<file path="config.mk">
export PLATFORM = sky130hd
export DESIGN_NAME = cchg_acc
export DESIGN_NICKNAME = d
export VERILOG_FILES = /design/src/hdl/cchg_pkg.sv /design/src/hdl/cchg_acc.sv
export VERILOG_INCLUDE_DIRS = /design/src /design/src/hdl
export SDC_FILE = /design/constraint.sdc
export NUM_CORES = 1
export LEC_CHECK = 0
export BUFFER_PORTS_ARGS = -buffer_cell sky130_fd_sc_hd__clkbuf_2
export CAP_MARGIN = 20
export CORE_MARGIN = 3
export CORE_UTILIZATION = 45
export CTS_BUF_LIST = sky130_fd_sc_hd__clkbuf_8
export DETAILED_ROUTE_END_ITERATION = 10
export PLACE_DENSITY = 0.73
export SLEW_MARGIN = 40
export SYNTH_ARGS = -nofsm -noshare
export SYNTH_HDL_FRONTEND = slang
export SYNTH_SLANG_ARGS = --single-unit
</file>
<file path="constraint.sdc">
create_clock -name clk_i -period 17.15 [get_ports clk_i]
set_clock_uncertainty 0.15 [all_clocks]
set_input_delay 1.715 -clock clk_i [delete_from_list [all_inputs] [get_ports clk_i]]
set_output_delay 1.715 -clock clk_i [all_outputs]
set_load 0.01 [all_outputs]
</file>
<file path="src/hdl/assert_macros.svh">
// assertion macros shared by the coin change way counter rtl
// expects clk_i and rst_ni in the scope of every use
`ifndef ASSERT_MACROS_SVH
`define ASSERT_MACROS_SVH

// clocked check, off while reset is asserted
`define CCHG_ASSERT(name, prop, msg) \
  name: assert property (@(posedge clk_i) disable iff (!rst_ni) prop) \
    else $error(msg);

// clocked check that a condition never holds
`define CCHG_NEVER(name, cond, msg) \
  `CCHG_ASSERT(name, !(cond), msg)

`endif

</file>
<file path="src/hdl/cchg_pkg.sv">
// package for the coin change way counter: field widths, register map,
// reset values and the control struct between sequencer and adder unit
// no dependencies
package cchg_pkg;

  // fixed field widths
  localparam int unsigned AMOUNT_W       = 12;
  localparam int unsigned DENOM_W        = 12;
  localparam int unsigned IN_USE_W       = 3;
  localparam int unsigned NUM_DENOM_REGS = 4;
  localparam int unsigned DIDX_W         = 2;
  localparam int unsigned OUT_W          = 32;
  localparam int unsigned APB_DATA_W     = 32;
  localparam int unsigned PADDR_W        = 5;
  // wide enough for any amount or table address
  localparam int unsigned WIDE_W         = 17;

  // parameter defaults
  localparam int unsigned MAX_AMOUNT_DEF  = 4095;
  localparam int unsigned MAX_DENOMS_DEF  = 4;
  localparam int unsigned COUNT_WIDTH_DEF = 32;

  // register map, word index
  typedef enum logic [IN_USE_W-1:0] {
    REG_DENOM_0 = 3'd0,
    REG_DENOM_1 = 3'd1,
    REG_DENOM_2 = 3'd2,
    REG_DENOM_3 = 3'd3,
    REG_IN_USE  = 3'd4
  } cchg_reg_e;

  // register reset values
  localparam logic [NUM_DENOM_REGS-1:0][DENOM_W-1:0] DENOM_RST =
    {12'd50, 12'd10, 12'd5, 12'd1};
  localparam logic [IN_USE_W-1:0] IN_USE_RST = 3'd4;

  // per-cycle command from the sequencer
  typedef struct packed {
    logic clr;      // write clear value at the x address
    logic clr_one;  // clear value is one (table entry zero)
    logic upd;      // issue reads for one table update
    logic rd;       // issue the final read of the answer
  } cchg_ctl_t;

endpackage

</file>
<file path="src/hdl/cchg_acc.sv">
// shared saturating adder with write forwarding for the way table
// depends on cchg_pkg and assert_macros.svh
`include "assert_macros.svh"

module cchg_acc #(
  parameter int unsigned COUNT_WIDTH = 32,
  parameter int unsigned ADDR_W      = 12
) (
  input  logic                  clk_i,
  input  logic                  rst_ni,
  input  cchg_pkg::cchg_ctl_t   ctl_i,
  input  logic [ADDR_W-1:0]     xa_i,
  input  logic [ADDR_W-1:0]     ya_i,
  input  logic [COUNT_WIDTH:0]  rd_x_i,
  input  logic [COUNT_WIDTH:0]  rd_y_i,
  output logic                  we_o,
  output logic [ADDR_W-1:0]     wa_o,
  output logic [COUNT_WIDTH:0]  wd_o,
  output logic [COUNT_WIDTH:0]  x_val_o
);
  import cchg_pkg::*;

  logic                 upd_q;
  logic [ADDR_W-1:0]    xa_q;
  logic [ADDR_W-1:0]    ya_q;
  logic                 fwd_vld_q;
  logic [ADDR_W-1:0]    fwd_a_q;
  logic [COUNT_WIDTH:0] fwd_d_q;
  logic [COUNT_WIDTH:0] x_sel;
  logic [COUNT_WIDTH:0] y_sel;
  logic [COUNT_WIDTH:0] sum;
  logic                 sat;
  logic [COUNT_WIDTH:0] upd_wd;

  // read data is stale when the same entry was written on the read edge
  assign x_sel = (fwd_vld_q && (fwd_a_q == xa_q)) ? fwd_d_q : rd_x_i;
  assign y_sel = (fwd_vld_q && (fwd_a_q == ya_q)) ? fwd_d_q : rd_y_i;

  // saturating add, flag is sticky through every sum
  assign sum    = {1'b0, x_sel[COUNT_WIDTH-1:0]} + {1'b0, y_sel[COUNT_WIDTH-1:0]};
  assign sat    = x_sel[COUNT_WIDTH] | y_sel[COUNT_WIDTH] | sum[COUNT_WIDTH];
  assign upd_wd = {sat, sum[COUNT_WIDTH] ? {COUNT_WIDTH{1'b1}} : sum[COUNT_WIDTH-1:0]};

  // write port: clear sweep or update result
  always_comb begin
    we_o = 1'b0;
    wa_o = xa_q;
    wd_o = upd_wd;
    if (ctl_i.clr) begin
      we_o = 1'b1;
      wa_o = xa_i;
      wd_o = (COUNT_WIDTH + 1)'(ctl_i.clr_one);
    end else if (upd_q) begin
      we_o = 1'b1;
    end
  end

  assign x_val_o = x_sel;

  // update stage control
  always_ff @(posedge clk_i or negedge rst_ni) begin
    if (!rst_ni) begin
      upd_q     <= 1'b0;
      fwd_vld_q <= 1'b0;
    end else begin
      upd_q     <= ctl_i.upd;
      fwd_vld_q <= we_o;
    end
  end

  // addresses of the reads in flight and the last write
  always_ff @(posedge clk_i) begin
    if (ctl_i.upd || ctl_i.rd) begin
      xa_q <= xa_i;
      ya_q <= ya_i;
    end
    fwd_a_q <= wa_o;
    fwd_d_q <= wd_o;
  end

  `CCHG_NEVER(acc_no_write_clash, ctl_i.clr && upd_q, "clear and update write in one cycle")
  `CCHG_ASSERT(acc_flag_sticky, upd_q && (x_sel[COUNT_WIDTH] || y_sel[COUNT_WIDTH]) |-> wd_o[COUNT_WIDTH], "saturation flag lost in update")

endmodule

</file>
# == Word level (Yosys, flattened, before mapping) ==
# Index checks and enable logic that the tools add are counted.
# classes
addsub,1
mul,0
div_mod_pow,0
magnitude_cmp,0
eq_ne,2
shift,0
muxes,7
bitwise_logic,2
n_reduce_logical,3
# op_table
op,count
$mux 33,3
$add 32x32->33,1
$mux 32,1
$eq 12x12->1,2
$mux 12,1
$logic_and 1x1->1,2
$mux 1,2
$or 1x1->1,2
$logic_or 1x1->1,1
# word_totals
ff_bits,71
latchBits,0
ram_bits,0
romBits,0
input_bits,96
out_inout_bits,79
word_cells,21
n_memories,0

# == Longest topological paths before layout ==
# logic_depth
depth_word,6
depth_mapped,22
depth_no_buf,18

# == Least setup slack after synthesis ==
# Ideal clock, no wire load.
# synth_timing
path_kind,reg-to-output
startpoint,reg xa_q[11]
endpoint,out wd_o[25]
arrival_time_ps,5020
t_required_ps,15285
slack_ps,10265
stages_incl_launch_ff,23
n_path_buf,4
path_cell_list,edfxtp_1 -> xnor2_1 -> nand4_1 -> nor4_2 -> buf_2 -> buf_1 -> clkbuf_1 -> mux2_2 -> ha_1 -> inv_1 -> fa_1 -> nor2b_1 -> o31a_1 -> o2111ai_1 -> nand2_1 -> and4_1 -> nor4_2 -> o31ai_2 -> a21oi_4 -> o21ai_2 -> a221oi_4 -> buf_6 -> a31oi_1
# synth_via
elab_chain_len,6
# synth_rtl
item,line_no,rtl
start: declaration,cchg_acc.sv:24,logic [ADDR_W-1:0] xa_q;
start signal: assignment,cchg_acc.sv:74,xa_q <= xa_i;
$eq 12x12->1,cchg_acc.sv:36,assign x_sel = (fwd_vld_q && (fwd_a_q == xa_q)) ? fwd_d_q : rd_x_i;
$logic_and 1x1->1,cchg_acc.sv:36,
$mux 33,cchg_acc.sv:36,
net x_val_o[0],cchg_acc.sv:19,output logic [COUNT_WIDTH:0] x_val_o
$add 32x32->33,cchg_acc.sv:40,"assign sum = {1'b0, x_sel[COUNT_WIDTH-1:0]} + {1'b0, y_sel[COUNT_WIDTH-1:0]};"
$mux 32,cchg_acc.sv:42,"assign upd_wd = {sat, sum[COUNT_WIDTH] ? {COUNT_WIDTH{1'b1}} : sum[COUNT_WIDTH-1:0]};"
$mux 33,cchg_acc.sv:49,if (ctl_i.clr) begin
end: declaration,cchg_acc.sv:18,"output logic [COUNT_WIDTH:0] wd_o,"
# The timed path passes the listed nets, and every way through them passes these cells.

# == Final worst setup path ==
# layout_timing
startpoint,reg xa_q[9]
endpoint,out wd_o[25]
# layout_via
elab_chain_len,6
# layout_rtl
item,line_no
$eq 12x12->1,cchg_acc.sv:36
$logic_and 1x1->1,cchg_acc.sv:36
$mux 33,cchg_acc.sv:36
$add 32x32->33,cchg_acc.sv:40
$mux 32,cchg_acc.sv:42
$mux 33,cchg_acc.sv:49
# No other way between the ends.

==> results.cfg <==
[timing]
worst_slew_pin_slew_ns = 0.608
setup_slack_ns = 9.30
slew_headroom_pct = 59.5
setup_viol = 0
hold_viol_final = 0
rsz0062_at_grt = false
setup_tns_ns = 0
drv_slew = 0
fmax_mhz = 127
period_needed_ns = 7.85
fin_hold_ws_ns = 0.323
period_share_pct = 45.8

[run]
maxCapViolations = 0

[die]
fp.dieW_um = 113
core_um2 = 11100
io_pins = 175
die_h_um = 113
start_util_pct = 46.9
die-area_um2 = 12900
rows = 38

[worst_setup_path]
endpoint_kind = output port
worstPathArrival_ns = 5.99
crit_buf_inv = 4
reg2reg_depth = 20
max_stage_delay_ns = 0.53
worst-path-stages = 21
crit_required_ns = 15.29
crit_path_frequent_cell = buf_4
worstPathMaxFanout = 49
critPathLaunchType = flop
r2r-start = xa_q[9]$_DFFE_PP_
crit_path_cell_trace = xnor2_1 -> nand4_1 -> nor4_4 -> buf_4 -> mux2_2 -> ha_1 -> inv_1 -> fa_1 -> nor2b_1 -> o31a_1 -> o2111ai_1 -> nand2_1 -> and4_1 -> nor4_2 -> o31ai_2 -> a21oi_4 -> o21ai_2 -> a221oi_4 -> buf_4 -> a31oi_1 -> clkbuf_2
crit_path_start = xa_q[9]$_DFFE_PP_
cp_top_family = compound AO/OA/AOI/OAI gates
crit_end = wd_o[25]
path_class = reg -> out
r2r_slack_ns = 11.41
r2r_end = fwd_d_q[19]$_DFF_P_
crit_slowest_cell = buf_4

[synthesis]
ys_warn_count = 0
ys_seq_area_share_pct = 32.2
ys_ff_latch = 71
syn_avg_cell_area_um2 = 9.83
synth_top_area_cell = dfxtp_1
ys_top_cells_by_count = mux2_2 (76), a21oi_1 (58), dfxtp_1 (45)
yosysMostFrequentCell = mux2_2
synth_area_leaders = dfxtp_1 (17%), mux2_2 (16%), edfxtp_1 (14%)
synth_area_um2 = 5200
synth_cells = 529
async_flop_share_pct = 2.82
synth_cell_types = 65
synth_edf_count = 24
synth_nets = 657
yosysTopAreaCellShare_pct = 17.3
synthFlopType = dfxtp_1

[power_and_ir_drop]
cellPowerDensity_nw_per_um2 = 77.3
finalPower_uw = 493
ir_drop_v = 0.0000710
p_leak_nw = 2.86

[cts]
insertion_delay_ns = 0.38
cts.clk_slew.worst_paths_ns = 0.09
cts_buffer_depth = 2
numCtsBuffers = 9
postCtsSetupRepairBufs = 0
cts.repair.resized = 0
hold_buffers = 0
root_buffer = clkbuf_8
htree_num_levels = 3
cts.sinks = 71
cts_tree = done

[global_routing]
grt_pass1_wl_mm = 23.8
grtUsageTotal_pct = 22.8
grt_start_max_net_pins = 50
grt-ovfl-total = 0
grt_pass1_vias = 4852
antenna_found_initial = 0

[final_layout]
n_fill_cell = 1032
diodes = 0
nets = 825
syn2layout_area_growth_pct = 22.7
drive_above_1_share_pct = 41.2

[detailed_routing]
via_count = 4740
drc = 0
top_layer = met4
wl_met2_mm = 7.05
wl_met1_mm = 6.22
wl_met3_um = 959
wl_per_cell_um = 17.3
postRouteAntennaNets = 0
drt-initial-drc-count = 213
drt-pass1-iter-count = 5
vias_per_cell = 5.63
wl_mm = 14.6

[status]
outcome = finished, final reports clean

[placement]
io_buffers = 174
pre_cts_slack_ns = 9.68
gp_congestion = 0.835
hpwl_mm = 11.2

[min_path]
holdPathStages = 1
hold_path_class = reg -> reg
## layout make-up
cell class,instances,area (um^2),area share (%)
multi-input combinational,418,3370,52.7
sequential,71,1670,26.2
clock buffer,10,138,2.16
timing repair buffer,179,912,14.3
inverter,18,67.6,1.06
clock inverter,6,51.3,0.804
tap,140,175,2.75
## worst min path at each step
stage | start | to | slack, ns
6_report | upd_q$_DFF_PN0_ | fwd_vld_q$_DFF_PN0_ | 0.32
5_1_grt | upd_q$_DFF_PN0_ | fwd_vld_q$_DFF_PN0_ | 0.35
4_1_cts | upd_q$_DFF_PN0_ | fwd_vld_q$_DFF_PN0_ | 0.32
3_5_place_dp | upd_q$_DFF_PN0_ | fwd_vld_q$_DFF_PN0_ | 0.30
3_3_place_gp | upd_q$_DFF_PN0_ | fwd_vld_q$_DFF_PN0_ | 0.28
2_1_floorplan | upd_q$_DFF_PN0_ | fwd_vld_q$_DFF_PN0_ | 0.31
## where the power goes
group          total [mW]  switching, mW  internal [mW]
combinational       0.155         0.0845         0.0703
clock               0.133         0.0752         0.0582
sequential          0.205         0.0117          0.193
total               0.493          0.171          0.322
## metal layers
metal | GRT usage (%) | up-vias
met2 | 38.3 | 178
li1 | - | 2303
met3 | 5.09 | 29
met4 | 7.85 | 0
met5 | 0 | -
met1 | 29.0 | 2230
## state kept, by name (all words and copies together), names as in the netlist
register,count
fwd_a_q,12
fwd_d_q,33
xa_q,12
ya_q,12
upd_q,1
fwd_vld_q,1
## stage by stage
| stage | util [%] | cells | cell area, um^2 |
|---|---|---|---|
| finish | 57.6 | 842 | 6380 |
| global route | 57.6 | 842 | 6380 |
| CTS | 57.6 | 842 | 6380 |
| detailed placement | 55.9 | 826 | 6190 |
| global placement | 55.8 | 825 | 6180 |
| floorplan | - | 529 | 5200 |
## layout by cell type, fill, tap and decap left out, types with 6 or more instances in the layout
cell type and count:
edfxtp_1 24, clkbuf_8 10, a21o_1 13, xnor2_1 44, o211ai_1 6, clkbuf_2 174, nand3_1 8, nand2_1 26
ha_1 31, a31oi_1 7, a211oi_1 6, nor2b_1 13, xor2_1 11, inv_1 18, a21oi_1 58, o21ai_0 21
nor2_1 18, dfxtp_1 45, mux2_2 76
## kinds of logic after synthesis
logic type,count (synthesis),share of synthesized area [%]
xor+xnor,56,9.72
compound gates,150,19.4
mux,78,16.8
fa+ha+maj,32,7.85
simple gates,102,10.5
flops,71,32.2
buf+inv,40,3.44
(Power assumes the default switching activity.)
