## src/hdl/assert_macros.svh

```systemverilog
// assertion macros shared by the coin change way counter rtl
// expects clk_i and rst_ni in the scope of every use
`ifndef ASSERT_MACROS_SVH
`define ASSERT_MACROS_SVH

// clocked check, off while reset is asserted
`define CCHG_ASSERT(name, prop, msg) \
  name: assert property (@(posedge clk_i) disable iff (!rst_ni) prop) \
    else $error(msg);

// clocked check that a condition never holds
`define CCHG_NEVER(name, cond, msg) \
  `CCHG_ASSERT(name, !(cond), msg)

`endif

```

## src/hdl/cchg_pkg.sv

```systemverilog
// package for the coin change way counter: field widths, register map,
// reset values and the control struct between sequencer and adder unit
// no dependencies
package cchg_pkg;

  // fixed field widths
  localparam int unsigned AMOUNT_W       = 12;
  localparam int unsigned DENOM_W        = 12;
  localparam int unsigned IN_USE_W       = 3;
  localparam int unsigned NUM_DENOM_REGS = 4;
  localparam int unsigned DIDX_W         = 2;
  localparam int unsigned OUT_W          = 32;
  localparam int unsigned APB_DATA_W     = 32;
  localparam int unsigned PADDR_W        = 5;
  // wide enough for any amount or table address
  localparam int unsigned WIDE_W         = 17;

  // parameter defaults
  localparam int unsigned MAX_AMOUNT_DEF  = 4095;
  localparam int unsigned MAX_DENOMS_DEF  = 4;
  localparam int unsigned COUNT_WIDTH_DEF = 32;

  // register map, word index
  typedef enum logic [IN_USE_W-1:0] {
    REG_DENOM_0 = 3'd0,
    REG_DENOM_1 = 3'd1,
    REG_DENOM_2 = 3'd2,
    REG_DENOM_3 = 3'd3,
    REG_IN_USE  = 3'd4
  } cchg_reg_e;

  // register reset values
  localparam logic [NUM_DENOM_REGS-1:0][DENOM_W-1:0] DENOM_RST =
    {12'd50, 12'd10, 12'd5, 12'd1};
  localparam logic [IN_USE_W-1:0] IN_USE_RST = 3'd4;

  // per-cycle command from the sequencer
  typedef struct packed {
    logic clr;      // write clear value at the x address
    logic clr_one;  // clear value is one (table entry zero)
    logic upd;      // issue reads for one table update
    logic rd;       // issue the final read of the answer
  } cchg_ctl_t;

endpackage

```

## src/hdl/cchg_seq.sv

```systemverilog
// sequencer for the coin change way counter: clear sweep, a pass per coin d
// used, from d to the amount, final read; needs cchg_pkg, assert_macros.svh
`include "assert_macros.svh"

module cchg_seq #(
  parameter int unsigned MAX_AMOUNT = 4095,
  parameter int unsigned MAX_DENOMS = 4,
  localparam int unsigned ADDR_W = $clog2(MAX_AMOUNT + 1)
) (
  input  logic                       clk_i,
  input  logic                       rst_ni,
  input  logic                       start_i,
  input  logic [cchg_pkg::AMOUNT_W-1:0] amount_i,
  input  logic [cchg_pkg::NUM_DENOM_REGS-1:0][cchg_pkg::DENOM_W-1:0] denoms_i,
  input  logic [cchg_pkg::IN_USE_W-1:0] in_use_i,
  input  logic                       out_free_i,
  output logic                       idle_o,
  output logic                       result_o,
  output logic                       zero_res_o,
  output cchg_pkg::cchg_ctl_t        ctl_o,
  output logic [ADDR_W-1:0]          xa_o,
  output logic [ADDR_W-1:0]          ya_o
);
  import cchg_pkg::*;

  localparam int unsigned CAP =
    (MAX_DENOMS < NUM_DENOM_REGS) ? MAX_DENOMS : NUM_DENOM_REGS;

  typedef enum logic [5:0] {
    S_IDLE   = 6'b000001,
    S_CLEAR  = 6'b000010,
    S_SELECT = 6'b000100,
    S_PASS   = 6'b001000,
    S_READ   = 6'b010000,
    S_RESULT = 6'b100000
  } state_e;

  state_e              state_q, state_d;
  logic [IN_USE_W-1:0] k_q, k_d;
  logic                big_q, big_d;
  logic [ADDR_W-1:0]   a_q, a_d;
  logic [ADDR_W-1:0]   amt_q, amt_d;
  logic [ADDR_W-1:0]   d_q, d_d;
  logic [IN_USE_W-1:0] used;
  logic [DENOM_W-1:0]  den_sel;
  logic [WIDE_W-1:0]   amt_wide;
  logic [WIDE_W-1:0]   den_wide;
  logic [WIDE_W-1:0]   amtq_wide;

  // denominations taken, capped by register count and parameter
  assign used      = (in_use_i > IN_USE_W'(CAP)) ? IN_USE_W'(CAP) : in_use_i;
  assign den_sel   = denoms_i[k_q[DIDX_W-1:0]];
  assign amt_wide  = WIDE_W'(amount_i);
  assign den_wide  = WIDE_W'(den_sel);
  assign amtq_wide = WIDE_W'(amt_q);

  // next state and table commands
  always_comb begin
    state_d = state_q;
    k_d     = k_q;
    big_d   = big_q;
    a_d     = a_q;
    amt_d   = amt_q;
    d_d     = d_q;
    ctl_o   = '0;
    unique case (state_q)
      S_IDLE: begin
        if (start_i) begin
          if (amt_wide > WIDE_W'(MAX_AMOUNT)) begin
            big_d   = 1'b1;
            state_d = S_RESULT;
          end else begin
            big_d   = 1'b0;
            amt_d   = amt_wide[ADDR_W-1:0];
            a_d     = '0;
            state_d = S_CLEAR;
          end
        end
      end
      S_CLEAR: begin
        ctl_o.clr     = 1'b1;
        ctl_o.clr_one = (a_q == '0);
        if (a_q == amt_q) begin
          k_d     = '0;
          state_d = S_SELECT;
        end else begin
          a_d = a_q + ADDR_W'(1);
        end
      end
      S_SELECT: begin
        if (k_q >= used) begin
          state_d = S_READ;
        end else if ((den_sel == '0) || (den_wide > amtq_wide)) begin
          k_d = k_q + IN_USE_W'(1);
        end else begin
          d_d     = den_wide[ADDR_W-1:0];
          a_d     = den_wide[ADDR_W-1:0];
          state_d = S_PASS;
        end
      end
      S_PASS: begin
        ctl_o.upd = 1'b1;
        if (a_q == amt_q) begin
          k_d     = k_q + IN_USE_W'(1);
          state_d = S_SELECT;
        end else begin
          a_d = a_q + ADDR_W'(1);
        end
      end
      S_READ: begin
        ctl_o.rd = 1'b1;
        state_d  = S_RESULT;
      end
      S_RESULT: begin
        if (out_free_i) begin
          state_d = S_IDLE;
        end
      end
      default: begin
        state_d = S_IDLE;
      end
    endcase
  end

  // table addresses: x is the entry updated or read out, y lags by one coin
  assign xa_o       = (state_q == S_READ) ? amt_q : a_q;
  assign ya_o       = a_q - d_q;
  assign idle_o     = (state_q == S_IDLE);
  assign result_o   = (state_q == S_RESULT);
  assign zero_res_o = big_q;

  // control registers
  always_ff @(posedge clk_i or negedge rst_ni) begin
    if (!rst_ni) begin
      state_q <= S_IDLE;
      k_q     <= '0;
      big_q   <= 1'b0;
    end else begin
      state_q <= state_d;
      k_q     <= k_d;
      big_q   <= big_d;
    end
  end

  // sweep position, amount and current coin
  always_ff @(posedge clk_i) begin
    a_q   <= a_d;
    amt_q <= amt_d;
    d_q   <= d_d;
  end

  `CCHG_ASSERT(seq_pass_range, state_q == S_PASS |-> (a_q >= d_q && a_q <= amt_q), "pass address out of range")

endmodule

```

## config.mk

```make
export PLATFORM = sky130hd
export DESIGN_NAME = cchg_seq
export DESIGN_NICKNAME = d
export VERILOG_FILES = /design/src/hdl/cchg_pkg.sv /design/src/hdl/cchg_seq.sv
export VERILOG_INCLUDE_DIRS = /design/src /design/src/hdl
export SDC_FILE = /design/constraint.sdc
export NUM_CORES = 1
export LEC_CHECK = 0
export ABC_AREA = 1
export BUFFER_PORTS_ARGS = -buffer_cell sky130_fd_sc_hd__buf_2
export CAP_MARGIN = 0
export CORE_MARGIN = 2
export CORE_UTILIZATION = 40
export CTS_CLUSTER_DIAMETER = 200
export DETAILED_ROUTE_END_ITERATION = 10
export MAX_ROUTING_LAYER = met4
export PLACE_DENSITY = 0.6
export SYNTH_ARGS = -nofsm -noshare
export SYNTH_HDL_FRONTEND = slang
export SYNTH_SLANG_ARGS = --single-unit
```

## constraint.sdc

```tcl
create_clock -name clk_i -period 4.3 [get_ports clk_i]
set_input_delay 0.215 -clock clk_i [delete_from_list [all_inputs] [get_ports clk_i]]
set_output_delay 0.215 -clock clk_i [all_outputs]
set_load 0.005 [all_outputs]
```

## Word-level counts from Yosys, hierarchy flattened

Index checks and enable logic that the tools add are counted.

| operators by class | value |
|---|---|
| add/subtract/negate cells | 3 |
| multiply operators | 0 |
| divide/modulo/power cells | 0 |
| order comparisons | 5 |
| equality and inequality tests | 18 |
| shifts and indexed selects | 0 |
| multiplexer cells | 26 |
| bitwise operators | 3 |
| reduce and logical (&&, ||, !) cells | 12 |

Operator list:

| operator | number |
|---|---|
| 2-to-1 mux 12 bit | 7 |
| 2-to-1 mux 6 bit | 6 |
| case mux 12 bit (3 select lines) | 1 |
| case mux 6 bit (5 select lines) | 1 |
| binary-select mux 12 bit (select 2 bit) | 1 |
| logical NOT 12 bit | 2 |
| != test 2 bit, second input constant | 9 |
| 2-to-1 mux 3 bit | 5 |
| adder 12 x 1 -> 12 bit, second input constant | 1 |
| == test 12 bit | 1 |
| > comparator 12 bit | 1 |
| > comparator 12 bit, second input constant | 1 |
| subtractor 12 bit | 1 |
| case mux 3 bit (3 select lines) | 1 |
| == test 6 x 1 -> 1 bit, second input constant | 1 |
| == test 6 x 2 -> 1 bit, second input constant | 1 |
| == test 6 x 3 -> 1 bit, second input constant | 1 |
| == test 6 x 4 -> 1 bit, second input constant | 1 |
| == test 6 x 5 -> 1 bit, second input constant | 1 |
| == test 6 bit, second input constant | 1 |
| AND reduction 3 bit | 2 |
| AND reduction 6 bit | 1 |
| nonzero test 3 bit | 2 |
| AND reduction 5 bit | 1 |
| other kinds (13) | 17 |

| storage, ports and cells | value |
|---|---|
| bits in registers | 46 |
| bits in latches | 0 |
| bits in writable memories | 0 |
| bits in read-only memories | 0 |
| input bits | 67 |
| output and inout bits | 31 |
| logic and storage cells | 73 |
| memories kept | 0 |

## Depth between registers and ports, before layout

Gate-level depths: netlist of the first run.

| depth | value |
|---|---|
| depth after elaboration | 7 |
| depth in mapped cells | 21 |
| depth with buffers taken out | 19 |

## Worst setup path before layout of the first run

OpenSTA, ideal clock, no wires.

| path | value |
|---|---|
| path type | reg-to-reg |
| start point | register k_q[0] |
| end point | register a_q[0], enable pin |
| setup time | 0.400 ns |
| data arrival time | 2.785 ns |
| required time | 3.900 ns |
| slack | 1.115 ns |
| cell stages (with the launch flop) | 16 |
| path buffers | 2 |
| clock period less this slack | 3.185 ns |
| cell sequence | dfrtp_1 buf_6 buf_2 nand2_1 nand3_1 nand2_1 inv_1 ha_1 nand2_1 nor2_1 nand2_1 nor2_1 nand4_1 nand2_1 nand2_4 a211oi_1 |

| on the way | value |
|---|---|
| longest elaborated chain between the ends | 6 |
| elaborated cells between the ends (all ways) | 9 |
| classes of those cells | 2 x order compare; 2 x eq/ne; 2 x mux; 3 x reduce/logical |

RTL lines:

| what | RTL line | text |
|---|---|---|
| start: declaration | cchg_seq.sv:39 | `logic [IN_USE_W-1:0] k_q, k_d;` |
| start signal: assignment | cchg_seq.sv:140 | `k_q <= k_d;` |
| binary-select mux 12 bit (select 2 bit) * | cchg_seq.sv:52 | `assign den_sel = denoms_i[k_q[DIDX_W-1:0]];` |
| 2-to-1 mux 12 bit (implied by the code) * | cchg_seq.sv:52 |  |
| named net den_sel[11] | cchg_seq.sv:45 | `logic [DENOM_W-1:0] den_sel;` |
| > comparator 12 bit / logical NOT 12 bit (equally long branches) | cchg_seq.sv:93 | `end else if ((den_sel == '0) \|\| (den_wide > amtq_wide)) begin` |
| logical OR 1 bit * | cchg_seq.sv:93 |  |
| != test 2 bit (no line) * | -- |  |
| AND reduction 6 bit (no line) * | -- |  |
| end signal: assignment | cchg_seq.sv:147 | `a_q <= a_d;` |
| end: declaration | cchg_seq.sv:41 | `logic [ADDR_W-1:0] a_q, a_d;` |

The timed path passes the listed nets; every way through them passes the cells marked *. The select of a mux whose other input is x is not followed.
A chain may end at the register's enable or synchronous reset.

## Final worst setup path of the first run

| path | value |
|---|---|
| start point | register k_q[1] |
| end point | register a_q[4], enable pin |

The elaborated chain is that of the path after synthesis.

==> results of run 1 <==
power by group:
group          switching, mW  leakage [nW]  internal [mW]
logic                   1.18          1.78          0.706
clock network          0.152        0.0579          0.171
registers              0.168         0.470          0.683
state kept, by name, summed over array words and instances, names as in the netlist:
register and flops:
amt_q 12, state_q 6, zero_res_o 1, a_q 12, k_q 3, d_q 12
routing by layer:
layer  track usage (%)  share of wire, %
met1              28.0                44
met2              36.1                49
met5                 -                 0
met4              7.38               2.4
met3              2.23               4.6
worst register-to-register path, cell delays in order, from the launching register on:
cell and delay (ns):
dfrtp_1 0.55, inv_1 0.38, nand3_1 0.12, nand2_1 0.14, inv_1 0.07, ha_1 0.29
nand2_1 0.07, nor2_1 0.14, nand2_1 0.07, nor2_1 0.12, nand4_1 0.09, nand2_1 0.12
nand2_4 0.08, a211oi_1 0.20, buf_4 0.26
cell type report:
class	count	area, sq um
well taps	111	139
multi-input cells	368	1980
clock buffers	5	68.8
inverters	83	314
fillers	899	4710
clock inverters	3	40.0
flip-flops and latches	46	1330
repair buffers	102	526
stage by stage:
| step | instance area, sq um | util [%] | power (mW) | hold WS [ns] |
|---|---|---|---|---|
| final | 4400 | 48.3 | 3.06 | 0.0762 |
| after global routing | 4400 | 48.3 | 3.39 | 0.0688 |
| after CTS | 4400 | 48.3 | 3.06 | 0.0706 |
| after detailed placement | 4280 | 47.0 | 2.73 | 0.0936 |
| after global placement | 4280 | 47.0 | 2.71 | 0.0918 |
| after floorplan | 3700 | - | 2.16 | -0.0806 |
cell usage after synthesis, types with 4 or more instances:
| master | n |
|---|---|
| buf_6 | 4 |
| nor3_1 | 4 |
| nand3_1 | 42 |
| o21ai_0 | 24 |
| ha_1 | 29 |
| nand4_1 | 11 |
| nand2_1 | 170 |
| o22ai_1 | 7 |
| edfxtp_1 | 36 |
| o21ai_1 | 4 |
| inv_1 | 82 |
| dfrtp_1 | 9 |
| nor2_1 | 26 |
| xor2_1 | 8 |
| xnor2_1 | 8 |
| a21oi_1 | 14 |
placed cells by master (no fill, tap or decap), types with 2 or more instances in the layout:
cell type,instances
nor2_1,26
nor3_2,2
ha_1,29
nand2_1,170
xor2_1,8
inv_1,82
nand2_4,2
nor3_1,4
a211oi_1,2
a21oi_1,14
o211ai_1,2
nand4_1,11
o22ai_1,7
o21ai_0,24
dfrtp_1,9
nand3_1,42
nor2_2,2
clkinv_2,2
buf_2,97
edfxtp_1,36
nand2_2,2
clkbuf_8,5
buf_4,4
o21ai_1,4
xnor2_1,8
worst max path at each step:
stage               slack [ns]  startpoint  endpoint  depth (start not counted)
global route              0.96      k_q[1]    a_q[2]                         14
finish                    1.31      k_q[1]    a_q[4]                         14
floorplan                 1.12      k_q[0]    a_q[0]                         15
CTS                       1.32      k_q[1]    a_q[4]                         14
global placement          1.37      k_q[1]    a_q[1]                         14
detailed placement        1.33      k_q[1]   a_q[10]                         14
kinds of logic after synthesis:
group / after synthesis / synth area share [%]
AOI/OAI and AO/OA: 59 / 9.09
xor gates and xnor gates: 16 / 3.78
adders and majority gates: 30 / 10.3
buffers and inverters: 94 / 10.6
DFF: 46 / 36.0
and+or+nand+nor: 263 / 30.2
repair_timing:
item,in CTS,in global routing
setup buffers,0,0
endpoints found under the hold margin,9,0
hold buffers,1,0
setup endpoints to repair,0,0
gates resized for setup,0,0
==> results.rst, run 1 <==
.. list-table::
   :header-rows: 1

   * - Metric
     - Value
   * - Post-route non-filler standard cell count
     - 718
   * - Seq/Total Area, Yosys
     - 36.0%
   * - Status
     - finished clean
   * - Starting density of the core
     - 40.7%
   * - Die outline width
     - roughly 100 um
   * - First-iteration detailed-routing DRC count
     - 153
   * - Type of element capturing the critical path
     - flop
   * - Mean instance size in the synthesized netlist
     - 7.29 sq um
   * - Number of clock buffers inserted by TritonCTS
     - 5
   * - Kind of path behind the tightest hold check
     - in2reg
   * - Iteration count of the initial detailed-routing pass
     - 4
   * - Antenna violations before repair
     - 0
   * - Total power density per cell area
     - 695 nW/um^2
   * - Worst EP required
     - 4.31 ns
   * - Share of the clock period used by the worst path after layout
     - 69.6%
   * - Area of the mapped netlist
     - 3700 sq um
   * - Post-Synthesis Cells
     - just over 500
   * - CP Launch Type
     - flop
   * - CP most frequent cell
     - nand2_1
   * - Final Setup Violations
     - 0
   * - Slowest-stage cell, CP
     - dfrtp_1
   * - Max-slew headroom at the worst pin
     - 32.1%
   * - Vias in the first global route
     - 3533
   * - Placement row count
     - 35
   * - Max Buffers Root-to-Sink
     - 2
   * - Largest net degree at the start of global routing
     - 28
   * - Synthesized net count
     - 605
   * - CP delay by family, top
     - simple AND/OR/NAND/NOR gates
   * - Worst-case clock skew
     - 0.00749 ns
   * - Proportion of netlist area held by the largest area contributor
     - 29.2%
   * - Commonest register cell after synthesis
     - edfxtp_1
   * - Crit-path max FO
     - 15
   * - Last weighted congestion value of the routability-driven placer
     - 0.879
   * - Count of cells along the worst hold path
     - 1
   * - Number of ports placed on the die boundary
     - 98
   * - Die H
     - 100 um
   * - Place WS
     - 1.33 ns
   * - GRT Overall Usage
     - 21.8%
   * - Number of max-slew violations in the final report
     - 0
   * - TritonCTS clock tree
     - built
   * - Total negative slack
     - 0 ns
   * - Number of hold violations in the final report
     - 0
   * - Fraction of synthesis flops using an asynchronous set or reset pin
     - 21.7%
   * - Type of the worst setup path
     - reg2reg
   * - Residual DRC count
     - 0
   * - Sum of net half-perimeters after detailed placement
     - 8.42 mm
   * - Worst-Skew Late Latency
     - ~0.31 ns
   * - Number of port buffers
     - between 90 and 100
   * - Buffers & Inverters on Critical Path
     - 3
   * - Wire length of the first global-routing pass
     - roughly 17 mm
   * - Timing-limited maximum frequency
     - 334 MHz
   * - Number of nets with antenna violations after detailed routing
     - 0
   * - Die area
     - 10000 sq um
   * - Synthesis-to-finish area growth
     - 18.8%
   * - DR vias/cell
     - 4.93
   * - RSZ-0062 raised after global routing
     - false
   * - Slowest stage delay, CP
     - 0.55 ns
   * - Clock H-tree levels
     - 2
   * - Post-detailed-routing wire length
     - approximately 10 mm
   * - Post-synth EDFFs
     - 36
   * - Leakage component of the power
     - roughly 2.3 nW
   * - Clock Tree Root
     - clkbuf_8
   * - Number of max-cap violations
     - 0
   * - Total number of clock tree sinks
     - 46
   * - Cells taking the most area after synthesis
     - edfxtp_1 (29%), nand2_1 (17%), ha_1 (9.8%)
   * - List of cells traversed by the critical path
     - inv_1, nand3_1, nand2_1, inv_1, ha_1, nand2_1, nor2_1, nand2_1, nor2_1, nand4_1, nand2_1, nand2_4, a211oi_1, buf_4
   * - Setup slack of the worst register-to-register path
     - 1.31 ns
   * - Slew at the pin closest to its max-slew limit
     - 1.01 ns
   * - Hold Crit Endpoint
     - amt_q[1]
   * - Worst setup margin
     - 1.31 ns
   * - Library cell occupying the most area in the post-synthesis netlist
     - edfxtp_1
   * - RR Endpoint
     - a_q[4]
   * - Std-Cell Core Area
     - 9110 sq um
   * - Routed via count
     - between 3000 and 4000
   * - Worst vdd ir
     - 273 uV
   * - DR WL/cell
     - 13.9 um
   * - Worst min-delay path startpoint
     - amount_i[1]
   * - Net count, final
     - 703
   * - Yosys cell types
     - 36
   * - Critical path data arrival time
     - 3.00 ns
   * - Synthesized flop and latch total
     - 46
   * - Clock-pin transition on the worst setup and hold timing paths
     - 0.09 ns
   * - Placed cells
     - 709
   * - FF-to-FF Start
     - k_q[1]
   * - Share of post-route cells with drive strength above 1
     - around 20%
   * - Register-to-Register Path Depth
     - 14
   * - Time the final worst path needs with I/O delays and setup
     - 2.99 ns
   * - Grt total ovfl
     - 0
   * - Count of antenna diodes in the layout
     - 0
   * - Yosys warning total
     - 0
(Power assumes the default switching activity.)
==> run 2: changes to the inputs <==
clock period = 2.8 ns   (was 4.3 ns; I/O delays follow)
==> results.rst, run 2 (same netlist as run 1, synthesis figures left out) <==
.. list-table::
   :header-rows: 1

   * - Metric
     - Value
   * - Slowest stage delay, CP
     - 0.46 ns
   * - Placed cells
     - between 700 and 800
   * - Stages on worst setup path
     - 16
   * - Vias in the first global route
     - 3413
   * - Placement row count
     - 35
   * - Time the final worst path needs with I/O delays and setup
     - 2.67 ns
   * - Worst-case clock skew
     - between 0.007 and 0.008 ns
   * - Post-route non-filler standard cell count
     - 731
   * - Slew at the pin closest to its max-slew limit
     - 0.368 ns
   * - Worst EP required
     - 2.82 ns
   * - Std-Cell Core Area
     - about 9100 sq um
   * - Leakage component of the power
     - 2.36 nW
   * - Top library cells by usage in the layout, fill and taps aside
     - nand2_1 (168), buf_2 (97), inv_1 (81)
   * - Clock H-tree levels
     - 2
   * - Register-to-Register Path Depth
     - 16
   * - Synthesis-to-finish area growth
     - 22.3%
   * - Worst vdd ir
     - 611 uV
   * - Critical path data arrival time
     - between 2 and 3 ns
   * - Clock-pin transition on the worst setup and hold timing paths
     - 0.08 ns
   * - Max Buffers Root-to-Sink
     - 2
   * - Number of nets with antenna violations after detailed routing
     - 0
   * - Number of hold violations in the final report
     - 0
   * - Timing-limited maximum frequency
     - 375 MHz
   * - List of cells traversed by the critical path
     - buf_12, nand2_1, nand3_1, nand2_1, inv_1, ha_1, inv_1, o21bai_1, nand2_1, nand2_1, nand2_1, nand3_1, nand2_2, nand2_4, a211oi_4, buf_6
   * - Largest net degree at the start of global routing
     - 28
   * - Share of post-route cells with drive strength above 1
     - 22.3%
   * - Die area
     - 10000 sq um
   * - Cell area after layout
     - 4530 sq um
   * - CP Launch Type
     - flop
   * - Slowest-stage cell, CP
     - dfrtp_2
   * - Final Core Density
     - 49.7%
   * - Type of the worst setup path
     - reg2reg
   * - Count of antenna diodes in the layout
     - 0
   * - Count of cells along the worst hold path
     - 1
   * - Post-detailed-routing wire length
     - 10.8 mm
   * - Grt total ovfl
     - 0
   * - Max-slew headroom at the worst pin
     - 75.3%
   * - Die outline width
     - between 100 and 150 um
   * - Number of clock buffers inserted by TritonCTS
     - 5
   * - Net count, final
     - 716
   * - DR WL/cell
     - 14.7 um
   * - Kind of path behind the tightest hold check
     - in2reg
   * - Iteration count of the initial detailed-routing pass
     - 5
   * - Residual DRC count
     - 0
   * - Standard cell area after detailed placement
     - 4360 sq um
   * - Number of max-slew violations in the final report
     - 0
   * - Last weighted congestion value of the routability-driven placer
     - 0.920
   * - DR vias/cell
     - 4.98
   * - Wire length of the first global-routing pass
     - 17.1 mm
   * - Final Setup Violations
     - 0
   * - Starting density of the core
     - 40.7%
   * - Sum of net half-perimeters after detailed placement
     - roughly 9 mm
   * - TritonCTS clock tree
     - built
   * - Total power density per cell area
     - approximately 1100 nW/um^2
   * - Total number of clock tree sinks
     - 46
   * - Biggest regs
     - a_q (12), amt_q (12), d_q (12)
   * - First-iteration detailed-routing DRC count
     - 186
   * - Commonest non-fill, non-tap cell in the layout
     - nand2_1
   * - Setup slack of the worst register-to-register path
     - 0.13 ns
   * - Die H
     - about 100 um
   * - Number of max-cap violations
     - 0
   * - Share of the clock period used by the worst path after layout
     - between 90% and 100%
   * - Clock Tree Root
     - clkbuf_8
   * - Number of port buffers
     - 97
   * - Worst-Skew Late Latency
     - 0.30 ns
   * - Type of element capturing the critical path
     - flop
   * - GRT Overall Usage
     - 22.8%
   * - Number of ports placed on the die boundary
     - 98
   * - CP delay by family, top
     - simple AND/OR/NAND/NOR gates
   * - Routed via count
     - 3639
   * - CP most frequent cell
     - nand2_1
   * - Status
     - finished clean
   * - Crit-path max FO
     - 25
   * - Antenna violations before repair
     - 0
   * - Buffers & Inverters on Critical Path
     - 4
==> run 2: cell types whose count changed in the layout (fill, tap and decap cells not counted), sizes merged <==
cell	previous run	this run
buf	101	112
bufinv	1	0
clkbuf	5	6
clkinvlp	0	1
dlygate4sd3	1	3
inv	83	82
==> run 2: layer usage <==
metal,routed length [um],global-route usage [%]
met5,0,-
met4,137,4.00
met3,364,3.55
met2,5280,38.4
met1,5000,29.4
==> run 2: final timing paths <==
check,from,to
min reg2reg,zero_res_o,zero_res_o
max reg2reg,k_q[0],a_q[10]
max in group asynchronous,rst_ni,state_q[0]
max,k_q[0],a_q[10]
min in group asynchronous,rst_ni,k_q[1]
min,amount_i[1],amt_q[1]
==> run 2: power by group <==
group	switching, mW	internal [mW]	total, mW
clock network	0.221	0.172	0.393
registers	0.249	1.05	1.30
logic	1.96	1.28	3.24
==> run 2: per-stage QoR <==
step           setup slack (ns)  TNS (ns)  hold WS, ns  total power, mW
2_1_floorplan           0.00748         0       -0.156             3.32
3_3_place_gp              0.220         0       0.0227             4.35
3_5_place_dp              0.141         0       0.0176             4.39
4_1_cts                   0.110         0       0.0102             4.80
5_1_grt                 -0.0101   -0.0696      0.00206             5.41
6_report                  0.132         0       0.0110             4.93
==> run 2: what timing repair did <==
action                                  4_1_cts  5_1_grt
endpoints found under the hold margin        10        2
gates resized for setup                       0       14
endpoints found under the setup margin        0       26
setup buffers                                 0        1
hold buffers                                  1        2
==> run 2: worst reg2reg max path, delay by kind of cell, from the launching register on <==
kind / cells / cell delay (ns)
AOI/OAI and AO/OA: 2 / 0.35
DFF: 1 / 0.46
and+or+nand+nor: 9 / 0.74
adders and majority gates: 1 / 0.30
buffers and inverters: 4 / 0.52
==> run 2: final cells by class <==
type	instances	area (sq um)
Clock buffer	6	72.6
Clock inverter	2	8.76
Fill cell	948	4580
Inverter	83	320
Multi-Input combinational cell	368	2010
Sequential cell	46	1330
Tap cell	111	139
Timing Repair Buffer	115	648
